<file path="src/sv/cma_pkg.sv">
`default_nettype none

package cma_pkg;

    localparam int MAX_WINDOW  = 64;
    localparam int SAMPLE_BITS = 24;
    localparam int WS_W        = 7;
    localparam int WS_RESET    = 4;

    // history address, sample count (0..MAX_WINDOW), window sum, divider step count
    localparam int AW        = (MAX_WINDOW > 1) ? $clog2(MAX_WINDOW) : 1;
    localparam int CW        = $clog2(MAX_WINDOW + 1);
    localparam int SUM_W     = SAMPLE_BITS + ((MAX_WINDOW > 1) ? $clog2(MAX_WINDOW) : 1);
    localparam int DIV_CNT_W = $clog2(SUM_W);

    typedef logic signed [SAMPLE_BITS-1:0] sample_t;
    typedef logic [WS_W-1:0]               win_t;
    typedef logic [AW-1:0]                 addr_t;
    typedef logic [CW-1:0]                 count_t;
    typedef logic signed [SUM_W-1:0]       sum_t;
    typedef logic [DIV_CNT_W-1:0]          div_cnt_t;

    typedef enum logic [2:0] {
        S_IDLE,
        S_WRITE,
        S_SETUP,
        S_SUM,
        S_DIV,
        S_OUT
    } cma_state_t;

    typedef struct packed {
        logic accept;
        logic write;
        logic setup;
        logic sum_step;
        logic div_load;
        logic div_step;
        logic out_load;
    } cma_cmd_t;

    typedef struct packed {
        logic sum_done;
        logic div_last;
    } cma_sts_t;

endpackage

`default_nettype wire

</file>
<file path="src/sv/cma_if.sv">
`default_nettype none

interface cma_in_if;
    import cma_pkg::*;

    logic    valid;
    logic    ready;
    sample_t sample;
    logic    segment_start;

    modport source (output valid, output sample, output segment_start, input ready);
    modport sink   (input valid, input sample, input segment_start, output ready);
endinterface

interface cma_out_if;
    import cma_pkg::*;

    logic    valid;
    logic    ready;
    sample_t average;

    modport source (output valid, output average, input ready);
    modport sink   (input valid, input average, output ready);
endinterface

`default_nettype wire

</file>
<file path="src/sv/causal_moving_average.sv">
// causal moving average of signed fixed-point samples
//
// sample_ch carries one sample and a segment_start flag per transaction;
// average_ch returns exactly one average per accepted sample, in order.
// window_size is written through cfg_we/cfg_wdata (reset value 4, 0 acts
// as 1, values above 64 act as 64); the user must write it only while
// the block is idle, which the block itself does not enforce. each
// average is the mean of the last min(window, samples in segment)
// samples, truncated toward zero; segment_start restarts the history.
// one sample at a time: the history memory is read once per averaged
// sample, then a restoring divider produces one quotient bit a cycle,
// and the next sample is taken only after the result is loaded. the
// result sits in an output register on average_ch while the next
// sample is taken and worked on; if the receiver still stalls when
// the next result is ready, the block waits. after reset the history
// is empty, the window is 4 and the block is ready at once.
`default_nettype none

module causal_moving_average (
    input  wire logic          clk,
    input  wire logic          rst_n,
    cma_in_if.sink             sample_ch,
    cma_out_if.source          average_ch,
    input  wire logic          cfg_we,
    input  wire cma_pkg::win_t cfg_wdata
);
    import cma_pkg::*;

    cma_cmd_t cmd;
    cma_sts_t sts;

    cma_ctrl u_ctrl (
        .clk       (clk),
        .rst_n     (rst_n),
        .in_valid  (sample_ch.valid),
        .in_ready  (sample_ch.ready),
        .out_valid (average_ch.valid),
        .out_ready (average_ch.ready),
        .cmd       (cmd),
        .sts       (sts)
    );

    cma_datapath u_datapath (
        .clk           (clk),
        .rst_n         (rst_n),
        .cmd           (cmd),
        .sts           (sts),
        .sample        (sample_ch.sample),
        .segment_start (sample_ch.segment_start),
        .cfg_we        (cfg_we),
        .cfg_wdata     (cfg_wdata),
        .average       (average_ch.average)
    );

endmodule

`default_nettype wire

</file>
<file path="src/sv/cma_ram.sv">
`default_nettype none

module cma_ram #(
    parameter int WIDTH = 8,
    parameter int DEPTH = 16,
    parameter int ADDR_W = (DEPTH > 1) ? $clog2(DEPTH) : 1
) (
    input  wire logic              clk,
    input  wire logic              we,
    input  wire logic [ADDR_W-1:0] waddr,
    input  wire logic [WIDTH-1:0]  wdata,
    input  wire logic [ADDR_W-1:0] raddr,
    output logic      [WIDTH-1:0]  rdata
);

    logic [WIDTH-1:0] mem [DEPTH];
    logic [WIDTH-1:0] rdata_reg;

    always_ff @(posedge clk)
    begin
        if (we)
        begin
            mem[waddr] <= wdata;
        end
        rdata_reg <= mem[raddr];
    end

    assign rdata = rdata_reg;

endmodule

`default_nettype wire

</file>
<file path="src/sv/cma_ctrl.sv">
`default_nettype none

module cma_ctrl (
    input  wire logic              clk,
    input  wire logic              rst_n,
    input  wire logic              in_valid,
    output logic                   in_ready,
    output logic                   out_valid,
    input  wire logic              out_ready,
    output cma_pkg::cma_cmd_t      cmd,
    input  wire cma_pkg::cma_sts_t sts
);
    import cma_pkg::*;

    cma_state_t state_reg, state_next;
    logic       out_valid_reg, out_valid_next;

    always_ff @(posedge clk or negedge rst_n)
    begin
        if (!rst_n)
        begin
            state_reg     <= S_IDLE;
            out_valid_reg <= 1'b0;
        end
        else
        begin
            state_reg     <= state_next;
            out_valid_reg <= out_valid_next;
        end
    end

    always_comb
    begin
        state_next     = state_reg;
        cmd            = '0;
        in_ready       = 1'b0;
        out_valid_next = out_valid_reg && !out_ready;
        case (state_reg)
            S_IDLE:
            begin
                in_ready = 1'b1;
                if (in_valid)
                begin
                    cmd.accept = 1'b1;
                    state_next = S_WRITE;
                end
            end
            S_WRITE:
            begin
                cmd.write  = 1'b1;
                state_next = S_SETUP;
            end
            S_SETUP:
            begin
                cmd.setup  = 1'b1;
                state_next = S_SUM;
            end
            S_SUM:
            begin
                cmd.sum_step = 1'b1;
                if (sts.sum_done)
                begin
                    cmd.div_load = 1'b1;
                    state_next   = S_DIV;
                end
            end
            S_DIV:
            begin
                cmd.div_step = 1'b1;
                if (sts.div_last)
                begin
                    state_next = S_OUT;
                end
            end
            S_OUT:
            begin
                // wait for the output register to be free
                if (!out_valid_reg || out_ready)
                begin
                    cmd.out_load   = 1'b1;
                    out_valid_next = 1'b1;
                    state_next     = S_IDLE;
                end
            end
            default:
            begin
                state_next = S_IDLE;
            end
        endcase
    end

    assign out_valid = out_valid_reg;

    a_accept_starts_write: assert property (@(posedge clk) disable iff (!rst_n)
        in_valid && in_ready |=> state_reg == S_WRITE)
        else $error("accepted transaction did not start a write");

    a_load_shows_result: assert property (@(posedge clk) disable iff (!rst_n)
        cmd.out_load |=> out_valid_reg)
        else $error("loaded result not presented");

endmodule

`default_nettype wire

</file>
<file path="src/sv/cma_datapath.sv">
`default_nettype none

module cma_datapath (
    input  wire logic              clk,
    input  wire logic              rst_n,
    input  wire cma_pkg::cma_cmd_t cmd,
    output cma_pkg::cma_sts_t      sts,
    input  wire cma_pkg::sample_t  sample,
    input  wire logic              segment_start,
    input  wire logic              cfg_we,
    input  wire cma_pkg::win_t     cfg_wdata,
    output cma_pkg::sample_t       average
);
    import cma_pkg::*;

    // control state
    win_t     win_reg, win_next;
    addr_t    wi_reg, wi_next;
    count_t   fill_reg, fill_next;
    count_t   issue_cnt_reg, issue_cnt_next;
    count_t   acc_cnt_reg, acc_cnt_next;
    logic     rd_pending_reg, rd_pending_next;
    div_cnt_t div_cnt_reg, div_cnt_next;

    // payload
    sample_t                 sample_reg, sample_next;
    count_t                  n_reg, n_next;
    addr_t                   rd_ptr_reg, rd_ptr_next;
    sum_t                    sum_reg, sum_next;
    logic [SUM_W-1:0]        quo_reg, quo_next;
    logic [CW-1:0]           rem_reg, rem_next;
    logic                    neg_reg, neg_next;
    sample_t                 avg_reg, avg_next;

    count_t                  wclamp;
    logic                    rd_issue;
    logic [SAMPLE_BITS-1:0]  rd_data;
    logic [SUM_W-1:0]        mag;
    logic [CW:0]             rem_shift;
    logic [CW:0]             rem_diff;
    logic                    rem_ge;
    logic [SAMPLE_BITS-1:0]  q_low;

    cma_ram #(
        .WIDTH (SAMPLE_BITS),
        .DEPTH (MAX_WINDOW)
    ) u_history (
        .clk   (clk),
        .we    (cmd.write),
        .waddr (wi_reg),
        .wdata (sample_reg),
        .raddr (rd_ptr_reg),
        .rdata (rd_data)
    );

    always_comb
    begin
        if (win_reg == '0)
        begin
            wclamp = count_t'(1);
        end
        else if (32'(win_reg) > 32'(MAX_WINDOW))
        begin
            wclamp = count_t'(MAX_WINDOW);
        end
        else
        begin
            wclamp = count_t'(win_reg);
        end
    end

    assign rd_issue  = cmd.sum_step && (issue_cnt_reg != n_reg);
    assign mag       = sum_reg[SUM_W-1] ? (SUM_W'(~sum_reg) + SUM_W'(1)) : SUM_W'(sum_reg);
    assign rem_shift = {rem_reg, quo_reg[SUM_W-1]};
    assign rem_diff  = rem_shift - {1'b0, n_reg};
    assign rem_ge    = rem_shift >= {1'b0, n_reg};
    assign q_low     = quo_reg[SAMPLE_BITS-1:0];

    always_comb
    begin
        win_next        = cfg_we ? cfg_wdata : win_reg;
        wi_next         = wi_reg;
        fill_next       = fill_reg;
        issue_cnt_next  = issue_cnt_reg;
        acc_cnt_next    = acc_cnt_reg;
        rd_pending_next = rd_issue;
        div_cnt_next    = div_cnt_reg;
        sample_next     = sample_reg;
        n_next          = n_reg;
        rd_ptr_next     = rd_ptr_reg;
        sum_next        = sum_reg;
        quo_next        = quo_reg;
        rem_next        = rem_reg;
        neg_next        = neg_reg;
        avg_next        = avg_reg;

        if (cmd.accept)
        begin
            sample_next = sample;
            if (segment_start)
            begin
                wi_next   = '0;
                fill_next = '0;
            end
        end

        if (cmd.write)
        begin
            wi_next = (32'(wi_reg) == MAX_WINDOW - 1) ? '0 : wi_reg + addr_t'(1);
            if (32'(fill_reg) != MAX_WINDOW)
            begin
                fill_next = fill_reg + count_t'(1);
            end
        end

        if (cmd.setup)
        begin
            // newest sample sits just behind the write pointer
            rd_ptr_next    = (wi_reg == '0) ? addr_t'(MAX_WINDOW - 1) : wi_reg - addr_t'(1);
            n_next         = (fill_reg < wclamp) ? fill_reg : wclamp;
            sum_next       = '0;
            issue_cnt_next = '0;
            acc_cnt_next   = '0;
        end

        if (rd_issue)
        begin
            rd_ptr_next    = (rd_ptr_reg == '0) ? addr_t'(MAX_WINDOW - 1) : rd_ptr_reg - addr_t'(1);
            issue_cnt_next = issue_cnt_reg + count_t'(1);
        end

        if (cmd.sum_step && rd_pending_reg)
        begin
            sum_next     = sum_reg + SUM_W'(signed'(rd_data));
            acc_cnt_next = acc_cnt_reg + count_t'(1);
        end

        if (cmd.div_load)
        begin
            quo_next     = mag;
            rem_next     = '0;
            neg_next     = sum_reg[SUM_W-1];
            div_cnt_next = div_cnt_t'(SUM_W - 1);
        end

        // restoring division, one quotient bit a cycle
        if (cmd.div_step)
        begin
            rem_next     = rem_ge ? rem_diff[CW-1:0] : rem_shift[CW-1:0];
            quo_next     = {quo_reg[SUM_W-2:0], rem_ge};
            div_cnt_next = div_cnt_reg - div_cnt_t'(1);
        end

        if (cmd.out_load)
        begin
            avg_next = neg_reg ? sample_t'(~q_low + 1'b1) : sample_t'(q_low);
        end
    end

    always_ff @(posedge clk or negedge rst_n)
    begin
        if (!rst_n)
        begin
            win_reg        <= win_t'(WS_RESET);
            wi_reg         <= '0;
            fill_reg       <= '0;
            issue_cnt_reg  <= '0;
            acc_cnt_reg    <= '0;
            rd_pending_reg <= 1'b0;
            div_cnt_reg    <= '0;
        end
        else
        begin
            win_reg        <= win_next;
            wi_reg         <= wi_next;
            fill_reg       <= fill_next;
            issue_cnt_reg  <= issue_cnt_next;
            acc_cnt_reg    <= acc_cnt_next;
            rd_pending_reg <= rd_pending_next;
            div_cnt_reg    <= div_cnt_next;
        end
    end

    always_ff @(posedge clk)
    begin
        sample_reg <= sample_next;
        n_reg      <= n_next;
        rd_ptr_reg <= rd_ptr_next;
        sum_reg    <= sum_next;
        quo_reg    <= quo_next;
        rem_reg    <= rem_next;
        neg_reg    <= neg_next;
        avg_reg    <= avg_next;
    end

    assign sts.sum_done = (acc_cnt_reg == n_reg);
    assign sts.div_last = (div_cnt_reg == '0);
    assign average      = avg_reg;

    a_fill_bounded: assert property (@(posedge clk) disable iff (!rst_n)
        fill_reg <= count_t'(MAX_WINDOW))
        else $error("fill count above window depth");

    a_count_in_range: assert property (@(posedge clk) disable iff (!rst_n)
        cmd.sum_step |-> n_reg != '0 && n_reg <= count_t'(MAX_WINDOW)
            && acc_cnt_reg <= issue_cnt_reg)
        else $error("window sum count out of range");

    a_quotient_fits: assert property (@(posedge clk) disable iff (!rst_n)
        cmd.out_load |-> quo_reg <= (SUM_W'(1) << (SAMPLE_BITS - 1)))
        else $error("quotient does not fit the sample format");

endmodule

`default_nettype wire

</file>
<file path="src/flat_wrapper.sv">
// flat-port wrapper written by rule: the top's interface ports become plain ports
module causal_moving_average_flat import cma_pkg::*;
  (clk, rst_n, cfg_we, cfg_wdata, sample_ch_valid, sample_ch_sample, sample_ch_segment_start, sample_ch_ready, average_ch_valid, average_ch_average, average_ch_ready);
  cma_in_if sample_ch_i ();
  cma_out_if average_ch_i ();
  input  wire logic clk;
  input  wire logic rst_n;
  input  wire logic cfg_we;
  input  wire cma_pkg::win_t cfg_wdata;
  input wire logic [$bits(sample_ch_i.valid)-1:0] sample_ch_valid;
  input wire logic [$bits(sample_ch_i.sample)-1:0] sample_ch_sample;
  input wire logic [$bits(sample_ch_i.segment_start)-1:0] sample_ch_segment_start;
  output wire logic [$bits(sample_ch_i.ready)-1:0] sample_ch_ready;
  output wire logic [$bits(average_ch_i.valid)-1:0] average_ch_valid;
  output wire logic [$bits(average_ch_i.average)-1:0] average_ch_average;
  input wire logic [$bits(average_ch_i.ready)-1:0] average_ch_ready;
  assign sample_ch_i.valid = sample_ch_valid;
  assign sample_ch_i.sample = sample_ch_sample;
  assign sample_ch_i.segment_start = sample_ch_segment_start;
  assign sample_ch_ready = sample_ch_i.ready;
  assign average_ch_valid = average_ch_i.valid;
  assign average_ch_average = average_ch_i.average;
  assign average_ch_i.ready = average_ch_ready;
  causal_moving_average u_core (.clk(clk), .rst_n(rst_n), .sample_ch(sample_ch_i), .average_ch(average_ch_i), .cfg_we(cfg_we), .cfg_wdata(cfg_wdata));
endmodule
</file>
<file path="config.mk">
export PLATFORM = sky130hd
export DESIGN_NAME = causal_moving_average_flat
export DESIGN_NICKNAME = d
export VERILOG_FILES = /design/src/sv/cma_pkg.sv /design/src/sv/cma_if.sv /design/src/sv/causal_moving_average.sv /design/src/sv/cma_ram.sv /design/src/sv/cma_ctrl.sv /design/src/sv/cma_datapath.sv /design/src/flat_wrapper.sv
export SDC_FILE = /design/constraint.sdc
export NUM_CORES = 2
export LEC_CHECK = 0
export BUFFER_PORTS_ARGS = -buffer_cell sky130_fd_sc_hd__buf_2
export CORE_ASPECT_RATIO = 0.5
export CORE_MARGIN = 2
export CORE_UTILIZATION = 50
export CTS_CLUSTER_SIZE = 16
export DETAILED_ROUTE_END_ITERATION = 16
export PLACE_DENSITY = 0.72
export RECOVER_POWER = 100
export SLEW_MARGIN = 5
export SYNTH_ARGS = -nofsm -noshare
export SYNTH_HDL_FRONTEND = slang
export SYNTH_HIERARCHICAL = 1
export SYNTH_SLANG_ARGS = --single-unit
</file>
<file path="constraint.sdc">
create_clock -name clk -period 10.85 [get_ports clk]
set_clock_uncertainty 0.1 [all_clocks]
set_input_delay 1.085 -clock clk [delete_from_list [all_inputs] [get_ports clk]]
set_output_delay 1.085 -clock clk [all_outputs]
set_load 0.1 [all_outputs]
</file>
==> flow_summary.yaml <==
finish:
  fillCellCount: 10200
  largest_register_ff_count: 1536
  layout.cells.non_filler: 5777
  design.final.nets: 3877
  drive_above_1_share_pct: 19.6
  area_growth_pct: 10.6
placed_design:
  port_buffers: 62
  gp_routability_congestion: 0.876
  dp.cells: 5492
  detailed_place_hpwl_um: 104000
clocking:
  clkSinkCount: 1733
  clk_latency_ns: 0.79
  buffer_levels_on_the_longest_clock_path: 3
  cts-root-buf: "sky130_fd_sc_hd__clkbuf_16"
  cts-buffers-inserted: 151
  ctsHoldBuffers: 0
  tritoncts_clock_tree: "yes"
  clk_pin_slew_worst_paths_ns: 0.06
  post-cts-setup-buffers: 0
  clock_tree.htree_level_count: 4
  cts_resized: 0
route:
  detailedRoute.firstIterationViolations: 5829
  post-route-drc-count: 0
  postRouteWirelength_um: 177000
  route.detailed.vias_per_inst: 6.45
  ant_nets: 0
  post_drt_wl_per_cell_um: 30.7
  vias: 37300
  drt_pass1_iterations: 6
synth:
  postSynthAreaPerCell_um2: 19.2
  yosys_warnings: 6
  synth_cells: 3635
  synth_async_sr_flop_share_pct: 2.54
  synth-seq-area-share_pct: 74.0
  post_synth_edffs: 1665
  synth_nets: 3729
  synth_top_area_cells: "sky130_fd_sc_hd__edfxtp_1 72%, sky130_fd_sc_hd__mux4_2 11%, sky130_fd_sc_hd__dfrtp_1 1.5%"
  synth_common_cells: "1665 x sky130_fd_sc_hd__edfxtp_1, 355 x sky130_fd_sc_hd__mux4_2, 151 x sky130_fd_sc_hd__nand2_1, 151 x sky130_fd_sc_hd__nor2_1, 117 x sky130_fd_sc_hd__o21ai_0"
  most_common_flop_cell_mapped_by_yosys: "sky130_fd_sc_hd__edfxtp_1"
  synthDominantAreaCellType: "sky130_fd_sc_hd__edfxtp_1"
  synth_cell_type_count: 76
  synth_seq_cells: 1733
  synth_top_area_share_pct: 71.8
  synth.most_common_cell: "sky130_fd_sc_hd__edfxtp_1"
  syn-cell-area_um2: 69700
worst_setup_path:
  worstPathArrival_ns: 7.30
  crit_path_top_delay_cell: "sky130_fd_sc_hd__clkbuf_1"
  gate_family_responsible_for_the_most_delay_along_the_worst_path: "buffers and inverters"
  path_cells: "buf_4, buf_12, clkbuf_1, mux4_2, mux2_2, o22ai_1, a221oi_1, o21a_1"
  critical_path_peak_fanout: 62
  crit_type: "reg2reg"
  endpoint_kind: "register"
  path_buf_inv: 3
  required_time_of_the_critical_path_ns: 11.47
  timing.critical_path.slowest_cell_delay_ns: 2.72
  timing.critical_path.from_type: "register"
timing:
  finalCritPeriodShare_pct: 61.6
  setup_repair_after_global_routing_missed_its_margin: "false"
  worst_slew_margin_rel_pct: -165
  slew_viol_final: 3297
  clock.fmax_ghz: 0.150
  setup_tns_ns: 0
  fin_crit_ns: 6.68
  setup-violations-final: 0
  timing.final.hold_violations: 0
  max_slew.worst_pin.slew_ns: 3.97
grt:
  track_usage_pct: 24.9
  first_global_vias: 36200
  first_pass_grt_wire_length_um: 255000
  number_of_antenna_violations_at_the_first_check_in_global_routing: 21
  largest_net_degree_at_the_start_of_global_routing: 97
  overflow_left_after_global_routing: 0
floorplanning:
  fp.dieArea_um2: 143000
  die_width_um: 532
  core_region_area_um2: 138000
  io-pin-count: 63
  initial_core_util_pct: 50.6
  die_h_um: 268
  fp-row-count: 96
power_and_ir_drop:
  power.density_cell_area_nw_per_um2: 256
  maximum_vdd_ir_drop_uv: 238
  power_leakage_uw: 0.0245
outcome:
  violated_checks: "capacitance limit, slew limit"
  run_status: "finished with violations"
job:
  max-cap-violations: 89
hold_path:
  hold_class: "in2reg"
-- kinds of logic after synthesis --
group / count (synthesis) / synth area share (%)
muxes: 526 / 14.0
adders and majority gates: 57 / 1.05
and+or+nand+nor: 540 / 3.70
DFF: 1733 / 74.0
xor gates and xnor gates: 101 / 1.27
buffers and inverters: 222 / 1.60
AOI/OAI and AO/OA: 456 / 4.31
-- metal layers --
layer,up-vias,global-route usage (%),wire [µm]
li1,15200,-,-
met1,19200,34.7,66900
met2,2493,39.0,81500
met3,347,5.76,22500
met4,16,8.59,6230
met5,-,0,108
-- cell type report --
type / instances / area (µm²) / area share [%]
flip-flops and latches: 1733 / 51600 / 66.9
multi-input cells: 1680 / 17100 / 22.2
clock buffers: 186 / 4040 / 5.25
well taps: 1862 / 2330 / 3.02
clock inverters: 97 / 976 / 1.27
repair buffers: 175 / 852 / 1.11
inverters: 42 / 158 / 0.205
diodes: 2 / 5.00 / 0.00650
-- layout by cell type, fill, tap and decap left out, types with 13 or more instances in the layout --
master	instances
sky130_fd_sc_hd__nor2b_1	15
sky130_fd_sc_hd__xnor2_1	55
sky130_fd_sc_hd__dfxtp_1	24
sky130_fd_sc_hd__o21ai_0	120
sky130_fd_sc_hd__a22oi_1	35
sky130_fd_sc_hd__buf_2	32
sky130_fd_sc_hd__mux2_2	64
sky130_fd_sc_hd__bufinv_16	14
sky130_fd_sc_hd__clkbuf_16	154
sky130_fd_sc_hd__inv_1	40
sky130_fd_sc_hd__nor3_1	39
sky130_fd_sc_hd__nor2_1	111
sky130_fd_sc_hd__buf_4	24
sky130_fd_sc_hd__a21oi_1	62
sky130_fd_sc_hd__o22ai_1	54
sky130_fd_sc_hd__and3_1	31
sky130_fd_sc_hd__clkinv_1	30
sky130_fd_sc_hd__nand3_1	44
sky130_fd_sc_hd__a221oi_1	53
sky130_fd_sc_hd__clkbuf_1	139
sky130_fd_sc_hd__clkinv_2	31
sky130_fd_sc_hd__mux2i_1	107
sky130_fd_sc_hd__ha_1	55
sky130_fd_sc_hd__nand2_1	151
sky130_fd_sc_hd__nand4_1	15
sky130_fd_sc_hd__nor2_2	37
sky130_fd_sc_hd__a31oi_1	24
sky130_fd_sc_hd__o31ai_1	13
sky130_fd_sc_hd__xor2_1	46
sky130_fd_sc_hd__o21a_1	22
sky130_fd_sc_hd__dfrtp_1	43
sky130_fd_sc_hd__or3_1	16
sky130_fd_sc_hd__nand2b_1	24
sky130_fd_sc_hd__edfxtp_1	1665
sky130_fd_sc_hd__mux4_2	355
-- power by group --
part	internal, µW	total, µW	switching [µW]
registers	7600	8000	398
logic	2600	6290	3690
clock network	3020	5470	2450
-- path summary, 6_finish.rpt --
check	startpoint	to	slack, ns	cells past startpoint
max reg2reg	u_core/u_datapath/rd_ptr_reg[0]	u_core/u_datapath/u_history/rdata[13]	4.17	8
min reg2reg	u_core/u_datapath/div_cnt_reg[0]	u_core/u_datapath/div_cnt_reg[0]	0.41	1
min in group asynchronous	rst_n	u_core/u_datapath/fill_reg[4]	0.97	1
max in group asynchronous	rst_n	u_core/u_datapath/rd_pending_reg	8.26	1
min	sample_ch_sample[23]	u_core/u_datapath/sample_reg[23]	0.38	1
max	u_core/u_datapath/rd_ptr_reg[0]	u_core/u_datapath/u_history/rdata[13]	4.17	8
-- stage by stage --
| step | instance area (µm²) | hold slack, ns | util (%) | power (µW) | worst slack [ns] |
|---|---|---|---|---|---|
| 2_1_floorplan | 69700 | 0.362 | - | 12400 | 6.52 |
| 3_3_place_gp | 72500 | 0.385 | 52.6 | 14200 | 6.28 |
| 3_5_place_dp | 72500 | 0.402 | 52.6 | 14300 | 6.35 |
| 4_1_cts | 77500 | 0.327 | 56.3 | 19700 | 6.33 |
| 5_1_grt | 77000 | 0.353 | 55.9 | 20500 | 3.45 |
| 6_report | 77000 | 0.383 | 55.9 | 19800 | 4.17 |
(Power assumes the default switching activity.)
